## config.mk

```make
export PLATFORM = sky130hd
export DESIGN_NAME = prq_store
export DESIGN_NICKNAME = d
export VERILOG_FILES = /design/src/sv/prq_pkg.sv /design/src/sv/prq_store.sv
export SDC_FILE = /design/constraint.sdc
export NUM_CORES = 2
export LEC_CHECK = 0
export BUFFER_PORTS_ARGS = -buffer_cell sky130_fd_sc_hd__buf_2
export CAP_MARGIN = 20
export CORE_AREA = 2 2 649 974
export DETAILED_ROUTE_END_ITERATION = 6
export DIE_AREA = 0 0 651 976
export GPL_ROUTABILITY_DRIVEN = 1
export PLACE_DENSITY = 0.45
export SLEW_MARGIN = 25
export SYNTH_ARGS = -nofsm -noshare
export SYNTH_HDL_FRONTEND = slang
export SYNTH_SLANG_ARGS = --single-unit
```

## constraint.sdc

```tcl
create_clock -name clk -period 6.98 [get_ports clk]
set_input_delay 1.047 -clock clk [delete_from_list [all_inputs] [get_ports clk]]
set_output_delay 1.047 -clock clk [all_outputs]
set_load 0.03 [all_outputs]
```

## src/sv/prq_pkg.sv

```systemverilog
package prq_pkg;
  localparam int MAX_POINTS_DEF = 64;
  localparam int NODE_CAPACITY_DEF = 16;
  localparam int COORD_BITS_DEF = 32;
  localparam int CNT_W = 7;
  localparam int IDX_W = 6;

  localparam logic [1:0] FUNC_LOAD = 2'd0;
  localparam logic [1:0] FUNC_REMOVE = 2'd1;
  localparam logic [1:0] FUNC_QUERY = 2'd2;
  localparam logic [1:0] FUNC_UNUSED = 2'd3;

  typedef struct packed {
    logic [1:0] func;
    logic [5:0] entry_index;
    logic signed [31:0] point_x;
    logic signed [31:0] point_y;
    logic signed [31:0] box_min_x;
    logic signed [31:0] box_max_x;
    logic signed [31:0] box_min_y;
    logic signed [31:0] box_max_y;
  } in_word_t;

  typedef struct packed {
    logic [5:0] hit_index;
    logic hit;
    logic last;
  } out_word_t;
endpackage

```

## src/sv/prq_store.sv

```systemverilog
module prq_store import prq_pkg::*; #(
  parameter int MAX_POINTS = MAX_POINTS_DEF,
  parameter int COORD_BITS = COORD_BITS_DEF,
  localparam int AW = (MAX_POINTS > 1) ? $clog2(MAX_POINTS) : 1
) (
  input  logic clk,
  input  logic wr_en,
  input  logic [AW-1:0] wr_addr,
  input  logic signed [COORD_BITS-1:0] wr_x,
  input  logic signed [COORD_BITS-1:0] wr_y,
  input  logic [AW-1:0] rd_addr,
  output logic signed [COORD_BITS-1:0] rd_x,
  output logic signed [COORD_BITS-1:0] rd_y
);
  logic [2*COORD_BITS-1:0] mem [MAX_POINTS];
  logic [2*COORD_BITS-1:0] rd_r;

  always_ff @(posedge clk) begin
    if (wr_en) begin
      mem[wr_addr] <= {wr_x, wr_y};
    end
    rd_r <= mem[rd_addr];
  end

  assign rd_x = rd_r[2*COORD_BITS-1:COORD_BITS];
  assign rd_y = rd_r[COORD_BITS-1:0];
endmodule

```

==> flow_metrics.env <==
export IMPL_synth_area_um2=156000
export IMPL_worstPathRequired_ns=7.86
export IMPL_dr_pass1_iters=7
export IMPL_hp_class="in -> reg"
export IMPL_worst_pin_slew_ns=1.10
export IMPL_netlist_area_leader_share_pct=78.7
export IMPL_initialDrtViolationCount=7239
export IMPL_cell_area_after_layout_um2=182000
export IMPL_slowest_stage="sky130_fd_sc_hd__buf_4"
export IMPL_initial_utilization_pct=24.9
export IMPL_die_area_um2=635000
export IMPL_timing_critical_path_to_type="flop"
export IMPL_worst_slack_ns=3.57
export IMPL_num_vias=74100
export IMPL_final_worst_clock_skew_ns=0.0660
export IMPL_crit_reg2reg_launch="mem[55][25]"
export IMPL_path_depth_of_the_worst_reg2reg_path=5
export IMPL_layout_area_overhead_vs_synth_pct=16.1
export IMPL_rsz0062_at_grt="no"
export IMPL_cts_repair_timing_setup_buffer_count=0
export IMPL_via_per_inst=4.75
export IMPL_critical_path_cell_chain="buf_8 > buf_12 > buf_4 > mux4_2 > a22oi_1 > nand3_1 > and3_1"
export IMPL_worst_ep_arrival_time_ns=4.29
export IMPL_cts_sinks=4160
export IMPL_globalplace_congestion=0.751
export IMPL_synth_nets=6676
export IMPL_powerDensity_nw_per_um2=284
export IMPL_tritoncts="done"
export IMPL_final_net_count=7091
export IMPL_met3_track_demand_over_resource_in_global_routing_pct=1.96
export IMPL_route_detailed_drc=0
export IMPL_start_kind="input port"
export IMPL_total_power_mw=51.6
export IMPL_hold_slack_ns=0.472
export IMPL_largest_fanout_of_any_net_on_the_critical_path=54
export IMPL_fillCellCount=60600
export IMPL_proportion_of_layout_cells_with_a_drive_suffix_above_1_pct=28.7
export IMPL_reg2reg_to="rd_r[25]"
export IMPL_placement_cell_area_um2=169000
export IMPL_grt_first_pass_wirelength_mm=675
export IMPL_report_final_setup_viol=0
export IMPL_final_cell_mix="sky130_fd_sc_hd__edfxtp_1 (4096), sky130_fd_sc_hd__mux4_2 (1024), sky130_fd_sc_hd__clkbuf_16 (383)"
export IMPL_place_hpwl_mm=279
export IMPL_yosys_reg_bits=4160
export IMPL_final_hold_violation_count=0
export IMPL_seq_area_frac_synth_pct=79.5
export IMPL_worstSetupPathType="in -> reg"
export IMPL_cts_root_buf="sky130_fd_sc_hd__clkbuf_16"
export IMPL_grt_pass1_vias=78400
export IMPL_cts_resized=0
export IMPL_initial_antenna_violation_count=50
export IMPL_finalCriticalPeriod_ns=3.41
export IMPL_ant_nets=0
export IMPL_total_leakage_power_nw=54.9
export IMPL_gr_max_usage_layer="met2"
export IMPL_gr_usage_met2_pct=27.8
export IMPL_max_freq_mhz=293
export IMPL_h_tree_levels=5
export IMPL_number_of_cell_rows=357
export IMPL_status="finished, final reports clean"
export IMPL_die_height_um=976
export IMPL_grt_max_degree=113
export IMPL_pre_cts_slack_ns=2.29
export IMPL_synth_area_leaders="sky130_fd_sc_hd__edfxtp_1 (79%), sky130_fd_sc_hd__mux4_2 (15%), sky130_fd_sc_hd__mux2i_1 (0.86%), sky130_fd_sc_hd__dfxtp_1 (0.82%), sky130_fd_sc_hd__a22oi_1 (0.81%)"
export IMPL_yosys_warnings=0
export IMPL_global_route_overflow_total=0
export IMPL_layout_cells_most_common="sky130_fd_sc_hd__edfxtp_1"
export IMPL_clock_insertion_delay_worst_skew_ns=1.02
export IMPL_total_grt_usage_pct=15.2
export IMPL_final_max_slew_violation_count=0
export IMPL_netlist_cell_types=33
export IMPL_syn_avg_cell_area_um2=23.7
export IMPL_groute_layer_met1_usage_pct=18.7
export IMPL_drv_cap=0
export IMPL_cts_hold_buf=0
export IMPL_synth_area_leader_cell="sky130_fd_sc_hd__edfxtp_1"
export IMPL_holdPathEnd="mem[16][41]"
export IMPL_floorplan_io_pins=142
export IMPL_timing_final_crit_share_pct=48.9
export IMPL_port_buffers=141
export IMPL_die_w_um=651
export IMPL_cpLargestDelayFamily="buffers and inverters"
export IMPL_hold_path_cell_count=1
export IMPL_cpPeakStageDelay_ns=0.69
export IMPL_clock_tree_buffer_depth=4
export IMPL_cts_made_buffers=375
export IMPL_netlist_instances=6598
export IMPL_peakVddDrop_uv=194
export IMPL_maxSlewHeadroom_pct=26.7
export IMPL_core_area_um2=628000
export IMPL_reg2reg_setup_slack_ns=4.67
export IMPL_wl_per_cell_um=31.6
export IMPL_cts_reportedPaths_clkPinSlew_ns=0.06
export IMPL_worstHoldStart="wr_x[9]"
export IMPL_setup_tns_ns=0
export IMPL_critical_path_n_buffers_inverters=3
export IMPL_wl_mm=493
where the power goes:
part | total (mW) | internal, mW | switching (mW)
Combinational | 2.55 | 0.880 | 1.67
Sequential | 27.8 | 27.6 | 0.143
Clock | 21.3 | 11.8 | 9.41
Total | 51.6 | 40.4 | 11.2
worst register-to-register path, stage by stage, from the launching register on:
cell and delay (ns):
sky130_fd_sc_hd__edfxtp_1 0.37, sky130_fd_sc_hd__mux4_2 0.47, sky130_fd_sc_hd__mux2i_1 0.33, sky130_fd_sc_hd__o22ai_1 0.15, sky130_fd_sc_hd__a41oi_1 0.70, sky130_fd_sc_hd__a211oi_1 0.12
layout make-up:
class | instances | area (µm²) | area share [%]
antenna | 11 | 27.5 | 0.0152
clock buffer | 494 | 10300 | 5.66
clock inverter | 190 | 2090 | 1.15
inverter | 19 | 71.3 | 0.0393
multi-input combinational | 2049 | 30800 | 17.0
sequential | 4160 | 124000 | 68.4
tap | 8257 | 10300 | 5.69
timing repair buffer | 408 | 3680 | 2.03
synthesized netlist by cell type (all sizes together):
| cell | instances |
|---|---|
| buf | 230 |
| and3 | 64 |
| a22o | 88 |
| a41oi | 26 |
| nor2b | 28 |
| or3 | 29 |
| nor2 | 112 |
| mux2i | 135 |
| o221ai | 38 |
| nand3 | 45 |
| a31oi | 18 |
| mux4 | 1024 |
| edfxtp | 4096 |
| or3b | 1 |
| nand2 | 58 |
| a211oi | 63 |
| clkbuf | 140 |
| inv | 19 |
| and2 | 3 |
| a2bb2oi | 19 |
| nand4b | 1 |
| nor3 | 2 |
| dfxtp | 64 |
| o22ai | 83 |
| nand3b | 2 |
| a22oi | 168 |
| a31o | 1 |
| nand2b | 11 |
| or2 | 28 |
| nand4 | 2 |
layer usage:
layer	routed length (µm)	vias to the layer above
met5	142	-
met4	12300	24
met3	23700	574
met2	262000	2093
met1	195000	42100
li1	-	29300
registers in the layout (all words and copies together) (netlist names):
name  flops
mem    4096
rd_r     64
kinds of logic after synthesis:
logic type,after synthesis,synth area share (%)
AO/OA/AOI/OAI,504,2.48
buffers and inverters,389,1.18
flip-flops,4160,79.5
AND/OR/NAND/NOR,386,1.24
multiplexers,1159,15.6
stage by stage:
stage          cells  utilization (%)
2_1_floorplan   6598                -
3_3_place_gp   14900             26.9
3_5_place_dp   14900             26.9
4_1_cts        15600             28.9
5_1_grt        15600             28.9
6_report       15600             28.9
worst max-delay path by stage:
stage,depth (start not counted),to,start,slack [ns]
after global placement,8,rd_r[11],rd_addr[0],2.00
after global routing,8,rd_r[37],rd_addr[0],3.30
after detailed placement,7,rd_r[41],rd_addr[2],2.29
after floorplan,4,mem[48][0],wr_addr[3],0.50
after CTS,7,rd_r[41],rd_addr[2],3.35
final,7,rd_r[16],rd_addr[1],3.57
(Power assumes the default switching activity.)
